===== src/hw/rtl/sod_pkg.sv =====
// Shared constants, types and status structs for the point distance summing block.
package sod_pkg;

    // Coordinate and sum widths
    localparam int COORD_BITS = 16;
    localparam int SUM_BITS   = 32;
    localparam int BOUND_BITS = 32;
    localparam int AXES       = 3;

    // Radicand holds the sum of three squares of COORD_BITS-bit magnitudes
    localparam int RAD_BITS   = 2 * COORD_BITS + 2;
    localparam int ROOT_BITS  = RAD_BITS / 2;
    localparam int ROOT_CNT_W = $clog2(ROOT_BITS);

    // Square pipeline sequencing: magnitude, square, accumulate, then report
    localparam int SQ_CNT_W   = $clog2(AXES + 3);

    typedef logic [COORD_BITS-1:0]            t_coord;
    typedef logic [AXES-1:0][COORD_BITS-1:0]  t_axes;
    typedef logic [RAD_BITS-1:0]              t_rad;
    typedef logic [ROOT_BITS-1:0]             t_root;
    typedef logic [SUM_BITS-1:0]              t_sum;
    typedef logic [BOUND_BITS-1:0]            t_bound;

    // Status of a multi-cycle unit
    typedef struct packed {
        logic busy;
        logic done;
    } t_unit_sts;

endpackage


===== src/hw/rtl/sod_ifs.sv =====
// Valid/ready channel interfaces for the point pair input and the distance result.
interface sod_in_if;
    logic                    valid;
    logic                    ready;
    logic signed [sod_pkg::COORD_BITS-1:0] ax;
    logic signed [sod_pkg::COORD_BITS-1:0] ay;
    logic signed [sod_pkg::COORD_BITS-1:0] az;
    logic signed [sod_pkg::COORD_BITS-1:0] bx;
    logic signed [sod_pkg::COORD_BITS-1:0] by;
    logic signed [sod_pkg::COORD_BITS-1:0] bz;
    logic [sod_pkg::BOUND_BITS-1:0]        bound;
    logic                    use_bound;
    logic                    last;

    modport source (output valid, ax, ay, az, bx, by, bz, bound, use_bound, last,
                    input ready);
    modport sink   (input valid, ax, ay, az, bx, by, bz, bound, use_bound, last,
                    output ready);
endinterface

interface sod_out_if;
    logic                          valid;
    logic                          ready;
    logic [sod_pkg::SUM_BITS-1:0]  distance;
    logic                          cut_short;

    modport source (output valid, distance, cut_short, input ready);
    modport sink   (input valid, distance, cut_short, output ready);
endinterface


===== src/hw/rtl/sod_radicand.sv =====
// Squared distance builder: one shared multiplier squares the three axis differences in turn.
module sod_radicand (
    input  logic               i_clk,
    input  logic               i_rst_n,
    input  logic               i_start,
    input  sod_pkg::t_axes     i_a,
    input  sod_pkg::t_axes     i_b,
    output sod_pkg::t_unit_sts o_sts,
    output sod_pkg::t_rad      o_rad
);

    localparam int C = sod_pkg::COORD_BITS;
    localparam logic [sod_pkg::SQ_CNT_W-1:0] K_LAST_MAG  = sod_pkg::SQ_CNT_W'(sod_pkg::AXES - 1);
    localparam logic [sod_pkg::SQ_CNT_W-1:0] K_FIRST_MUL = sod_pkg::SQ_CNT_W'(1);
    localparam logic [sod_pkg::SQ_CNT_W-1:0] K_LAST_MUL  = sod_pkg::SQ_CNT_W'(sod_pkg::AXES);
    localparam logic [sod_pkg::SQ_CNT_W-1:0] K_FIRST_ACC = sod_pkg::SQ_CNT_W'(2);
    localparam logic [sod_pkg::SQ_CNT_W-1:0] K_DONE      = sod_pkg::SQ_CNT_W'(sod_pkg::AXES + 2);

    logic                          r_busy;
    logic [sod_pkg::SQ_CNT_W-1:0]  r_k;
    sod_pkg::t_axes                r_a;
    sod_pkg::t_axes                r_b;
    logic [C-1:0]                  r_mag;
    logic [2*C-1:0]                r_prod;
    sod_pkg::t_rad                 r_rad;

    logic signed [C:0]             w_diff;
    logic [C:0]                    w_neg;
    logic [C-1:0]                  w_mag;

    // Absolute difference of the axis at the head of the shift line
    always_comb begin
        w_diff = $signed({r_a[0][C-1], r_a[0]}) - $signed({r_b[0][C-1], r_b[0]});
        w_neg  = (C+1)'(-w_diff);
        w_mag  = w_diff[C] ? w_neg[C-1:0] : w_diff[C-1:0];
    end

    // Advance the magnitude, square and accumulate stages
    always_ff @(posedge i_clk) begin
        if (!i_rst_n) begin
            r_busy <= 1'b0;
            r_k    <= '0;
        end else if (i_start) begin
            r_busy <= 1'b1;
            r_k    <= '0;
            r_a    <= i_a;
            r_b    <= i_b;
            r_rad  <= '0;
        end else if (r_busy) begin
            if (r_k <= K_LAST_MAG) begin
                r_mag <= w_mag;
                for (int i = 0; i < sod_pkg::AXES - 1; i++) begin
                    r_a[i] <= r_a[i+1];
                    r_b[i] <= r_b[i+1];
                end
            end
            if (r_k >= K_FIRST_MUL && r_k <= K_LAST_MUL) begin
                r_prod <= r_mag * r_mag;
            end
            if (r_k >= K_FIRST_ACC && r_k < K_DONE) begin
                r_rad <= r_rad + sod_pkg::RAD_BITS'(r_prod);
            end
            if (r_k == K_DONE) begin
                r_busy <= 1'b0;
            end else begin
                r_k <= r_k + 1'b1;
            end
        end
    end

    assign o_sts.busy = r_busy;
    assign o_sts.done = r_busy && (r_k == K_DONE);
    assign o_rad      = r_rad;

endmodule


===== src/hw/rtl/sod_isqrt.sv =====
// Bit-serial floor square root: one result bit per cycle by restoring trial subtraction.
module sod_isqrt (
    input  logic               i_clk,
    input  logic               i_rst_n,
    input  logic               i_start,
    input  sod_pkg::t_rad      i_rad,
    output sod_pkg::t_unit_sts o_sts,
    output sod_pkg::t_root     o_root
);

    localparam int N     = sod_pkg::ROOT_BITS;
    localparam int REM_W = N + 2;

    logic                            r_busy;
    logic                            r_done;
    logic [sod_pkg::ROOT_CNT_W-1:0]  r_cnt;
    sod_pkg::t_rad                   r_rad;
    logic [REM_W-1:0]                r_rem;
    sod_pkg::t_root                  r_res;

    logic [REM_W+1:0]                w_shift;
    logic [REM_W+1:0]                w_trial;
    logic [REM_W+1:0]                w_sub;
    logic                            w_ge;

    // Bring down the next two radicand bits and try the subtraction
    always_comb begin
        w_shift = {r_rem, r_rad[sod_pkg::RAD_BITS-1 -: 2]};
        w_trial = (REM_W+2)'({r_res, 2'b01});
        w_ge    = (w_shift >= w_trial);
        w_sub   = w_shift - w_trial;
    end

    // Iterate one root bit per cycle
    always_ff @(posedge i_clk) begin
        if (!i_rst_n) begin
            r_busy <= 1'b0;
            r_done <= 1'b0;
            r_cnt  <= '0;
        end else begin
            r_done <= 1'b0;
            if (i_start) begin
                r_busy <= 1'b1;
                r_cnt  <= sod_pkg::ROOT_CNT_W'(N - 1);
                r_rad  <= i_rad;
                r_rem  <= '0;
                r_res  <= '0;
            end else if (r_busy) begin
                r_rad <= r_rad << 2;
                r_rem <= w_ge ? w_sub[REM_W-1:0] : w_shift[REM_W-1:0];
                r_res <= {r_res[N-2:0], w_ge};
                if (r_cnt == '0) begin
                    r_busy <= 1'b0;
                    r_done <= 1'b1;
                end else begin
                    r_cnt <= r_cnt - 1'b1;
                end
            end
        end
    end

    assign o_sts.busy = r_busy;
    assign o_sts.done = r_done;
    assign o_root     = r_res;

endmodule


===== src/hw/rtl/sum_of_3d_point_distances.sv =====
// Top level: sequencer, saturating accumulator, early exit and result register.
//
//  channel  | dir | payload
//  ---------+-----+--------------------------------------------------
//  i_in     | in  | ax ay az bx by bz (16b signed), bound, use_bound, last
//  o_out    | out | distance (32b saturating sum), cut_short
//
// An item that is summed is accepted, passes the shared square/accumulate pipeline and the
// bit-serial square root, and is then added to the running sum and tested against the bound.
// An item that arrives while skipping the rest of a cut-short sequence is accepted and dropped.
// Reset clears the running sum and the skip flag. A result waits in the output
// register; the next item is accepted meanwhile, and only a second result stalls.
module sum_of_3d_point_distances (
    input  logic       i_clk,
    input  logic       i_rst_n,
    sod_in_if.sink     i_in,
    sod_out_if.source  o_out
);

    localparam int ADD_W = ((sod_pkg::SUM_BITS > sod_pkg::ROOT_BITS) ?
                            sod_pkg::SUM_BITS : sod_pkg::ROOT_BITS) + 1;
    localparam int CMP_W = (sod_pkg::SUM_BITS > sod_pkg::BOUND_BITS) ?
                           sod_pkg::SUM_BITS : sod_pkg::BOUND_BITS;
    localparam logic [ADD_W-1:0] SUM_MAX = ADD_W'({sod_pkg::SUM_BITS{1'b1}});

    typedef enum logic [2:0] {
        S_IDLE,
        S_SQ,
        S_ROOT,
        S_ADD,
        S_EMIT
    } t_state;

    t_state              r_state;
    logic                r_skip;
    sod_pkg::t_sum       r_sum;
    sod_pkg::t_bound     r_bound;
    logic                r_use;
    logic                r_last;
    logic                r_out_valid;
    sod_pkg::t_sum       r_out_dist;
    logic                r_out_cut;

    sod_pkg::t_unit_sts  w_rad_sts;
    sod_pkg::t_unit_sts  w_root_sts;
    sod_pkg::t_rad       w_rad;
    sod_pkg::t_root      w_root;
    sod_pkg::t_axes      w_a;
    sod_pkg::t_axes      w_b;
    logic                w_accept;
    logic                w_rad_start;
    logic                w_root_start;
    logic [ADD_W-1:0]    w_add;
    sod_pkg::t_sum       w_sat;
    logic                w_over;
    logic                w_out_free;
    logic                w_emit;

    // Decode the handshake and unit starts
    always_comb begin
        w_a          = {i_in.az, i_in.ay, i_in.ax};
        w_b          = {i_in.bz, i_in.by, i_in.bx};
        w_accept     = i_in.valid && i_in.ready;
        w_rad_start  = w_accept && !r_skip;
        w_root_start = (r_state == S_SQ) && w_rad_sts.done;
        w_add        = ADD_W'(r_sum) + ADD_W'(w_root);
        w_sat        = (w_add > SUM_MAX) ? {sod_pkg::SUM_BITS{1'b1}} :
                                           w_add[sod_pkg::SUM_BITS-1:0];
        w_over       = r_use && (CMP_W'(r_sum) > CMP_W'(r_bound));
        w_out_free   = !r_out_valid || o_out.ready;
        w_emit       = (r_state == S_EMIT) && (w_over || r_last) && w_out_free;
    end

    sod_radicand u_radicand (
        .i_clk   (i_clk),
        .i_rst_n (i_rst_n),
        .i_start (w_rad_start),
        .i_a     (w_a),
        .i_b     (w_b),
        .o_sts   (w_rad_sts),
        .o_rad   (w_rad)
    );

    sod_isqrt u_isqrt (
        .i_clk   (i_clk),
        .i_rst_n (i_rst_n),
        .i_start (w_root_start),
        .i_rad   (w_rad),
        .o_sts   (w_root_sts),
        .o_root  (w_root)
    );

    // Hold state, running sum, skip flag and the result register
    always_ff @(posedge i_clk) begin
        if (!i_rst_n) begin
            r_state     <= S_IDLE;
            r_skip      <= 1'b0;
            r_sum       <= '0;
            r_out_valid <= 1'b0;
        end else begin
            if (r_out_valid && o_out.ready && !w_emit) begin
                r_out_valid <= 1'b0;
            end
            unique case (r_state)
                S_IDLE: begin
                    if (w_accept) begin
                        r_bound <= i_in.bound;
                        r_use   <= i_in.use_bound;
                        r_last  <= i_in.last;
                        if (r_skip) begin
                            // drop the item, leave skip mode at the end of the sequence
                            if (i_in.last) begin
                                r_skip <= 1'b0;
                            end
                        end else begin
                            r_state <= S_SQ;
                        end
                    end
                end
                S_SQ: begin
                    if (w_rad_sts.done) begin
                        r_state <= S_ROOT;
                    end
                end
                S_ROOT: begin
                    if (w_root_sts.done) begin
                        r_state <= S_ADD;
                    end
                end
                S_ADD: begin
                    r_sum   <= w_sat;
                    r_state <= S_EMIT;
                end
                S_EMIT: begin
                    if (w_over || r_last) begin
                        if (w_out_free) begin
                            r_out_valid <= 1'b1;
                            r_out_dist  <= r_sum;
                            r_out_cut   <= w_over;
                            r_sum       <= '0;
                            r_skip      <= w_over && !r_last;
                            r_state     <= S_IDLE;
                        end
                    end else begin
                        r_state <= S_IDLE;
                    end
                end
                default: begin
                    r_state <= S_IDLE;
                end
            endcase
        end
    end

    assign i_in.ready      = (r_state == S_IDLE);
    assign o_out.valid     = r_out_valid;
    assign o_out.distance  = r_out_dist;
    assign o_out.cut_short = r_out_cut;

`ifndef SYNTH
    // The radicand unit reports only while the sequencer waits for it
    a_rad_done_in_sq: assert property (@(posedge i_clk) disable iff (!i_rst_n)
        w_rad_sts.done |-> (r_state == S_SQ))
        else $error("radicand done outside square phase");

    // Skip mode never overlaps work in the arithmetic units
    a_skip_idle: assert property (@(posedge i_clk) disable iff (!i_rst_n)
        r_skip |-> (r_state == S_IDLE) && !w_rad_sts.busy && !w_root_sts.busy)
        else $error("arithmetic active while skipping");

    // A dropped item starts no arithmetic
    a_skip_drop: assert property (@(posedge i_clk) disable iff (!i_rst_n)
        (w_accept && r_skip) |=> (r_state == S_IDLE) && !w_rad_sts.busy)
        else $error("skipped item was processed");

    // An early exit is flagged on the delivered result
    a_cut_flag: assert property (@(posedge i_clk) disable iff (!i_rst_n)
        (w_emit && w_over) |=> o_out.valid && o_out.cut_short)
        else $error("early exit not flagged");
`endif

endmodule


===== src/flat_wrapper.sv =====
// flat-port wrapper written by rule: the top's interface ports become plain ports
module sum_of_3d_point_distances_flat 
  (i_clk, i_rst_n, i_in_valid, i_in_ax, i_in_ay, i_in_az, i_in_bx, i_in_by, i_in_bz, i_in_bound, i_in_use_bound, i_in_last, i_in_ready, o_out_valid, o_out_distance, o_out_cut_short, o_out_ready);
  sod_in_if i_in_i ();
  sod_out_if o_out_i ();
  input  logic i_clk;
  input  logic i_rst_n;
  input wire logic [$bits(i_in_i.valid)-1:0] i_in_valid;
  input wire logic [$bits(i_in_i.ax)-1:0] i_in_ax;
  input wire logic [$bits(i_in_i.ay)-1:0] i_in_ay;
  input wire logic [$bits(i_in_i.az)-1:0] i_in_az;
  input wire logic [$bits(i_in_i.bx)-1:0] i_in_bx;
  input wire logic [$bits(i_in_i.by)-1:0] i_in_by;
  input wire logic [$bits(i_in_i.bz)-1:0] i_in_bz;
  input wire logic [$bits(i_in_i.bound)-1:0] i_in_bound;
  input wire logic [$bits(i_in_i.use_bound)-1:0] i_in_use_bound;
  input wire logic [$bits(i_in_i.last)-1:0] i_in_last;
  output wire logic [$bits(i_in_i.ready)-1:0] i_in_ready;
  output wire logic [$bits(o_out_i.valid)-1:0] o_out_valid;
  output wire logic [$bits(o_out_i.distance)-1:0] o_out_distance;
  output wire logic [$bits(o_out_i.cut_short)-1:0] o_out_cut_short;
  input wire logic [$bits(o_out_i.ready)-1:0] o_out_ready;
  assign i_in_i.valid = i_in_valid;
  assign i_in_i.ax = i_in_ax;
  assign i_in_i.ay = i_in_ay;
  assign i_in_i.az = i_in_az;
  assign i_in_i.bx = i_in_bx;
  assign i_in_i.by = i_in_by;
  assign i_in_i.bz = i_in_bz;
  assign i_in_i.bound = i_in_bound;
  assign i_in_i.use_bound = i_in_use_bound;
  assign i_in_i.last = i_in_last;
  assign i_in_ready = i_in_i.ready;
  assign o_out_valid = o_out_i.valid;
  assign o_out_distance = o_out_i.distance;
  assign o_out_cut_short = o_out_i.cut_short;
  assign o_out_i.ready = o_out_ready;
  sum_of_3d_point_distances u_core (.i_clk(i_clk), .i_rst_n(i_rst_n), .i_in(i_in_i), .o_out(o_out_i));
endmodule

===== config.mk =====
export PLATFORM = sky130hd
export DESIGN_NAME = sum_of_3d_point_distances_flat
export DESIGN_NICKNAME = d
export VERILOG_FILES = /design/src/hw/rtl/sod_pkg.sv /design/src/hw/rtl/sod_ifs.sv /design/src/hw/rtl/sod_radicand.sv /design/src/hw/rtl/sod_isqrt.sv /design/src/hw/rtl/sum_of_3d_point_distances.sv /design/src/flat_wrapper.sv
export SDC_FILE = /design/constraint.sdc
export NUM_CORES = 1
export LEC_CHECK = 0
export BUFFER_PORTS_ARGS = -buffer_cell sky130_fd_sc_hd__buf_2
export CORE_MARGIN = 2
export CORE_UTILIZATION = 55
export CTS_BUF_LIST = sky130_fd_sc_hd__clkbuf_2 sky130_fd_sc_hd__clkbuf_4 sky130_fd_sc_hd__clkbuf_8
export DETAILED_ROUTE_END_ITERATION = 6
export GPL_ROUTABILITY_DRIVEN = 0
export GPL_TIMING_DRIVEN = 1
export PLACE_DENSITY = 0.73
export SLEW_MARGIN = 10
export SYNTH_ARGS = -nofsm -noshare
export SYNTH_HDL_FRONTEND = slang
export SYNTH_SLANG_ARGS = --single-unit

===== constraint.sdc =====
create_clock -name i_clk -period 8.05 [get_ports i_clk]
set_input_delay 0.805 -clock i_clk [delete_from_list [all_inputs] [get_ports i_clk]]
set_output_delay 0.805 -clock i_clk [all_outputs]
set_load 0.005 [all_outputs]

Word level (Yosys, flattened, before mapping)
Index checks and enable logic that the tools add are counted.
{ "word_totals": {"register_bits": 363, "wordCells": 149, "out_inout_bits": 35, "in_bits": 134} }
{ "op_classes": {"mux": 45, "reduce_logical": 43, "n_bitwise": 5, "multipliers": 1, "order_cmp": 8, "n_eq_ne": 13, "add_sub_neg": 7} }
{ "ops": {"columns": ["operator", "n"], "rows": [
  ["$mux W32", 9],
  ["$mux W34", 4],
  ["$pmux W32 S2", 1],
  ["$mux W19", 2],
  ["$add A34 B32 Y34", 1],
  ["$add A32 B17 Y33", 1],
  ["$gt A33 B32 Y1 const B", 1],
  ["$gt A32 B32 Y1", 1],
  ["$mul A16 B16 Y32", 1],
  ["$ge A21 B19 Y1", 1],
  ["$sub A19 B19 Y19", 1],
  ["$mux W3", 6],
  ["$mux W17", 1],
  ["$sub A16 B16 Y17", 1],
  ["$mux W1", 16],
  ["$mux W16", 1],
  ["$neg A16 Y16", 1],
  ["$reduce_and A4 Y1", 4],
  ["$mux W5", 3],
  ["$pmux W3 S5", 1],
  ["$logic_and A1 B1 Y1", 12],
  ["$reduce_and A3 Y1", 4],
  ["$reduce_bool A2 Y1", 6],
  ["$ne A2 B2 Y1 const B", 5],
  ["21 further kinds", 38]
]} }

Depth between registers and ports, before layout
{ "depth": {"word_depth": 11, "ltp_mapped": 25, "mapped_depth_nobuf": 24} }

By module
From an unflattened synthesis, not the netlist that was laid out.
{ "hier_totals": {"hier_cells": 2344, "area_unflattened_um2": 25946.1} }
{ "by_module_without_submodules": {"columns": ["mod", "seq_area_each_um2", "area_per_inst_um2", "instances", "cells_per_inst"], "rows": [
  ["sod_radicand", 5395.2, 16483.3, 1, 1523],
  ["sum_of_3d_point_distances", 2752.6, 5342.6, 1, 486],
  ["sod_isqrt", 2242.2, 4120.2, 1, 335]
]} }

Worst setup path before layout
No wires, ideal clock.
{ "synth_path": {"path_type": "register to register", "start": "register u_core.u_radicand.r_mag[4]", "end": "register u_core.u_radicand.r_prod[31], data pin", "required_time_ps": 7790, "t_arrival_ps": 6115, "setup_ps": 260, "n_path_buf": 2, "setup_slack_ps": 1675, "period_less_slack_ps": 6375, "path_stages_with_launch": 23, "path_cell_list": "edfxtp_1 clkbuf_1 clkbuf_1 nand2_1 fa_1 inv_1 fa_1 fa_1 fa_1 fa_1 inv_1 fa_1 inv_1 ha_1 a21o_1 a21oi_1 o21ai_0 a221o_1 a311oi_1 o21ai_0 a21o_1 a21oi_1 xnor2_1"} }
{ "synth_between": {"elab_chain_cells": 1} }
{ "synth_rtl": {"columns": ["item", "line", "text"], "rows": [
  ["start, declared", "sod_radicand.sv:23", "logic [C-1:0] r_mag;"],
  ["start signal, assigned", "sod_radicand.sv:51", "r_mag <= w_mag;"],
  ["$mul A16 B16 Y32", "sod_radicand.sv:58", "r_prod <= r_mag * r_mag;"],
  ["end signal, assigned", "sod_radicand.sv:58", null],
  ["end, declared", "sod_radicand.sv:24", "logic [2*C-1:0] r_prod;"]
]} }
Every way passes these cells.
A chain may end at the register's enable or synchronous reset.

Worst setup path in the final report
Ends and elaborated chain as after synthesis.

==> Flow_metrics.wiki <==
{| class="wikitable"
! Metric !! Value
|-
| Switching part of the total || 0.405
|-
| Dpl cells || 3,251
|-
| Core box area || 46,700 µm²
|-
| Die Outline Area || approximately 49,000 µm²
|-
| Max-capacitance violation count || 0
|-
| Leakage power summed over all cells || approximately 13 nW
|-
| Worst VDD drop || ~0.51 mV
|-
| Max-Slew Margin vs Limit || 0.377
|-
| Number of antenna violations at the first check in global routing || 2
|-
| Clk_lat worst skew || about 0.67 ns
|-
| Final WS setup || roughly 1.4 ns
|-
| Number of max-slew violations in the final report || 0
|-
| Estimated wirelength of the detail-placed design || 41,900 µm
|-
| First-pass GRT wire length || 91,500 µm
|-
| Library cell used as clock root buffer || clkbuf_8
|-
| Leading cell types in the layout, fill and taps excluded || inv_1 (365), nand2_1 (340), edfxtp_1 (314)
|-
| Setup total negative slack || 0 ns
|-
| P_int || between 5 and 6 mW
|-
| Length of the first detailed-routing pass in iterations || 6
|-
| TritonCTS Buffers || 60
|-
| Starting Density || 0.560
|-
| Detail-routed via count per cell || around 5.5
|-
| Count of buffers from port buffering || around 170
|-
| Ys Warns || 0
|-
| Final non-filler cell total || 3,366
|-
| Relative contribution of combinational cells to total power || 0.553
|-
| Share of power burned in the clock network || 0.194
|-
| Share of post-route cells with drive strength above 1 || 0.133
|-
| Power density over cell area || 337 nW/µm²
|-
| Clock tree skew after final layout || ~0.027 ns
|-
| I/O pin total || 169
|-
| Peak fanout along the critical path || 18
|-
| Violation count after the first detailed-routing iteration || roughly 1.1k
|-
| FF-to-FF Start || u_core.u_radicand.r_mag[4]$_DFFE_PP_
|-
| Hold violation count in the final report || 0
|-
| Total wire length || between 50,000 and 60,000 µm
|-
| Worst Min Path Start || i_in_bound[24]
|-
| RSZ-0062 raised after global routing || false
|-
| FFs w/ async S/R, synth || 0
|-
| Overall routing resource usage || 0.227
|-
| DRC violation count after routing || 0
|-
| Count of hold-fix buffers inserted at cts || 0
|-
| Result of the run || complete, no violations
|-
| Cell count after synthesis || between 2k and 3k
|-
| Hold Worst Slack || roughly 0.30 ns
|-
| Final count of negative-setup-slack endpoints || 0
|-
| Rows || 79
|-
| Vias in the first global route || approximately 19k
|-
| Kind of critical path || reg2reg
|-
| Clock tree from TritonCTS || built
|-
| Number of distinct standard cells referenced by the synthesized netlist || 85
|-
| Tightest Hold Check Type || in2reg
|-
| Mapped Nets || slightly above 3k
|-
| Shortest period the worst path allows || roughly 6.7 ns
|-
| Buffers inserted by post-CTS timing repair || 0
|-
| Die W || 222 µm
|-
| Total via count after detailed routing || about 19k
|-
| Combined area of all synthesized cells || ~26,000 µm²
|-
| CTS clock-pin slew for the worst setup and hold paths || 0.07 ns
|-
| Number of sinks on the clock net || about 360
|-
| Height of the die || roughly 220 µm
|-
| Final period utilization || 0.832
|-
| Worst EP required || 8.46 ns
|-
| Most common flop cell mapped by yosys || edfxtp_1
|-
| Worst-Margin Slew || between 0.9 and 1 ns
|-
| Average routed wire per standard cell || between 15 and 20 µm
|-
| Average cell area after synthesis || ~10 µm²
|-
| Area added between synthesis and finish || 11.0%
|-
| Number of storage elements in the synthesis netlist || approximately 360
|-
| Crit. End Element || flop
|-
| Startpoint type of the worst setup path || flop
|-
| Most common cell after layout, fill and taps aside || inv_1
|-
| H-tree lvl count || 2
|-
| Maximum number of pins on one net before global-route repair || between 70 and 80
|-
| Portion of total power attributed to sequential cells || 0.253
|-
| CTS Buffer Depth || 3
|-
| Worst slack, placed || about 1.4 ns
|-
| Worst setup path startpoint || u_core.u_radicand.r_mag[4]$_DFFE_PP_
|-
| WP data arrival || ~7 ns
|-
| Total overflow reported by the global router || 0
|-
| Number of flops mapped to enable cells by yosys || 314
|-
| Fill count || ~3.8k
|-
| Fin nets || ~3.2k
|-
| Antenna Nets Post-Route || 0
|-
| Share of the yosys chip area belonging to registers || 0.398
|-
| Overall power || about 10 mW
|-
| Psw || between 3 and 4 mW
|-
| Post-cts resize count || 0
|-
| Setup slack of the most critical reg-to-reg path || between 1 and 1.5 ns
|-
| Highest clock rate || 0.149 GHz
|}
-- per-stage QoR --
stage          area (µm²)  utilization
5_1_grt             29000        0.621
3_5_place_dp        27500        0.590
2_1_floorplan       26100            -
3_3_place_gp        27500        0.590
6_report            29000        0.621
4_1_cts             29000        0.621
-- area by class of cell --
class | count | area [µm²] | share of cell area
Clock inverter | 26 | 328 | 0.0113
Timing Repair Buffer | 182 | 946 | 0.0326
Clock buffer | 87 | 1110 | 0.0383
Multi-Input combinational cell | 1735 | 14100 | 0.486
Antenna cell | 2 | 5.00 | 0.000173
Inverter | 365 | 1370 | 0.0473
Sequential cell | 362 | 10400 | 0.358
Tap cell | 607 | 759 | 0.0262
-- synth_stat cells (all sizes together) (5+ instances only) --
cell type	number	area [µm²]
nor4	5	31.3
mux2	35	398
a21o	61	459
a311oi	6	82.6
o2bb2ai	8	70.1
and3	18	114
buf	11	61.3
edfxtp	314	9430
nor3	34	180
ha	222	2780
nand2b	19	119
xnor2	69	604
o21bai	10	75.1
o2111ai	5	43.8
o211ai	7	52.6
or3	6	37.5
clkbuf	61	233
nand2	340	1280
fa	166	3320
o21a	28	210
or2	12	75.1
nand3	36	180
a21boi	8	60.1
a21oi	102	522
o21ai	63	323
a31oi	21	131
xor2	44	385
a211o	8	70.1
o31ai	17	133
a211oi	21	158
nor2	173	649
inv	365	1370
nand4	14	87.6
a31o	6	52.6
dfxtp	48	961
nor3b	9	67.6
and2	59	370
nor2b	17	106
a2111oi	9	98.9
mux2i	18	180
-- path summary, 6_finish.rpt --
check / endpoint / cells past startpoint
hold reg to reg: u_core.u_isqrt.r_done$_SDFF_PP0_ / 2
setup / recovery: u_core.u_radicand.r_prod[31]$_DFFE_PP_ / 20
setup reg to reg: u_core.u_radicand.r_prod[31]$_DFFE_PP_ / 20
hold / removal: u_core.r_bound[24]$_DFFE_PP_ / 1
-- state kept, by name, indices dropped and copies added, names as in the netlist, 3 cells and up --
name	flops
u_core.u_radicand.r_a	48
u_core.u_radicand.r_b	48
u_core.u_isqrt.r_rad	34
u_core.u_radicand.o_rad	34
u_core.o_out.distance	32
u_core.r_bound	32
u_core.r_sum	32
u_core.u_radicand.r_prod	31
u_core.u_isqrt.r_rem	19
u_core.u_isqrt.o_root	17
u_core.u_radicand.r_mag	16
u_core.u_isqrt.r_cnt	5
u_core.r_state	3
u_core.u_radicand.r_k	3
-- power groups by stage --
stage,Sequential (mW),Clock [mW],Combinational [mW]
after floorplan,2.47,0,4.23
after global placement,2.50,0,5.17
after detailed placement,2.51,0,5.34
after CTS,2.47,1.94,5.40
after global routing,2.48,2.01,6.18
final,2.47,1.89,5.40
-- per-layer routing --
metal  wire length (µm)  up-vias  GRT usage
met5                  0        -          0
met4               1790        0     0.0865
met3               2800      135     0.0351
met2              27700      535      0.410
met1              22900     8891      0.272
li1                   -     9014          -
-- critical path: stages, from the launching register on --
cell	delay, ns
edfxtp_1	0.77
nand2_1	0.23
fa_1	0.57
inv_1	0.06
fa_1	0.50
fa_1	0.52
fa_1	0.51
fa_1	0.55
inv_1	0.06
fa_1	0.53
inv_1	0.05
ha_1	0.37
a21o_1	0.22
a21oi_1	0.14
o21ai_0	0.12
a221o_1	0.32
a311oi_1	0.29
o21ai_0	0.19
a21o_1	0.18
a21oi_1	0.17
xnor2_1	0.09
-- kinds of logic after synthesis --
family          synth area share
compound gates             0.114
xor+xnor                  0.0379
fa+ha+maj                  0.234
buf+inv                   0.0637
flops                      0.398
mux                       0.0221
simple gates               0.131
Power figures use the tool's default switching activity.
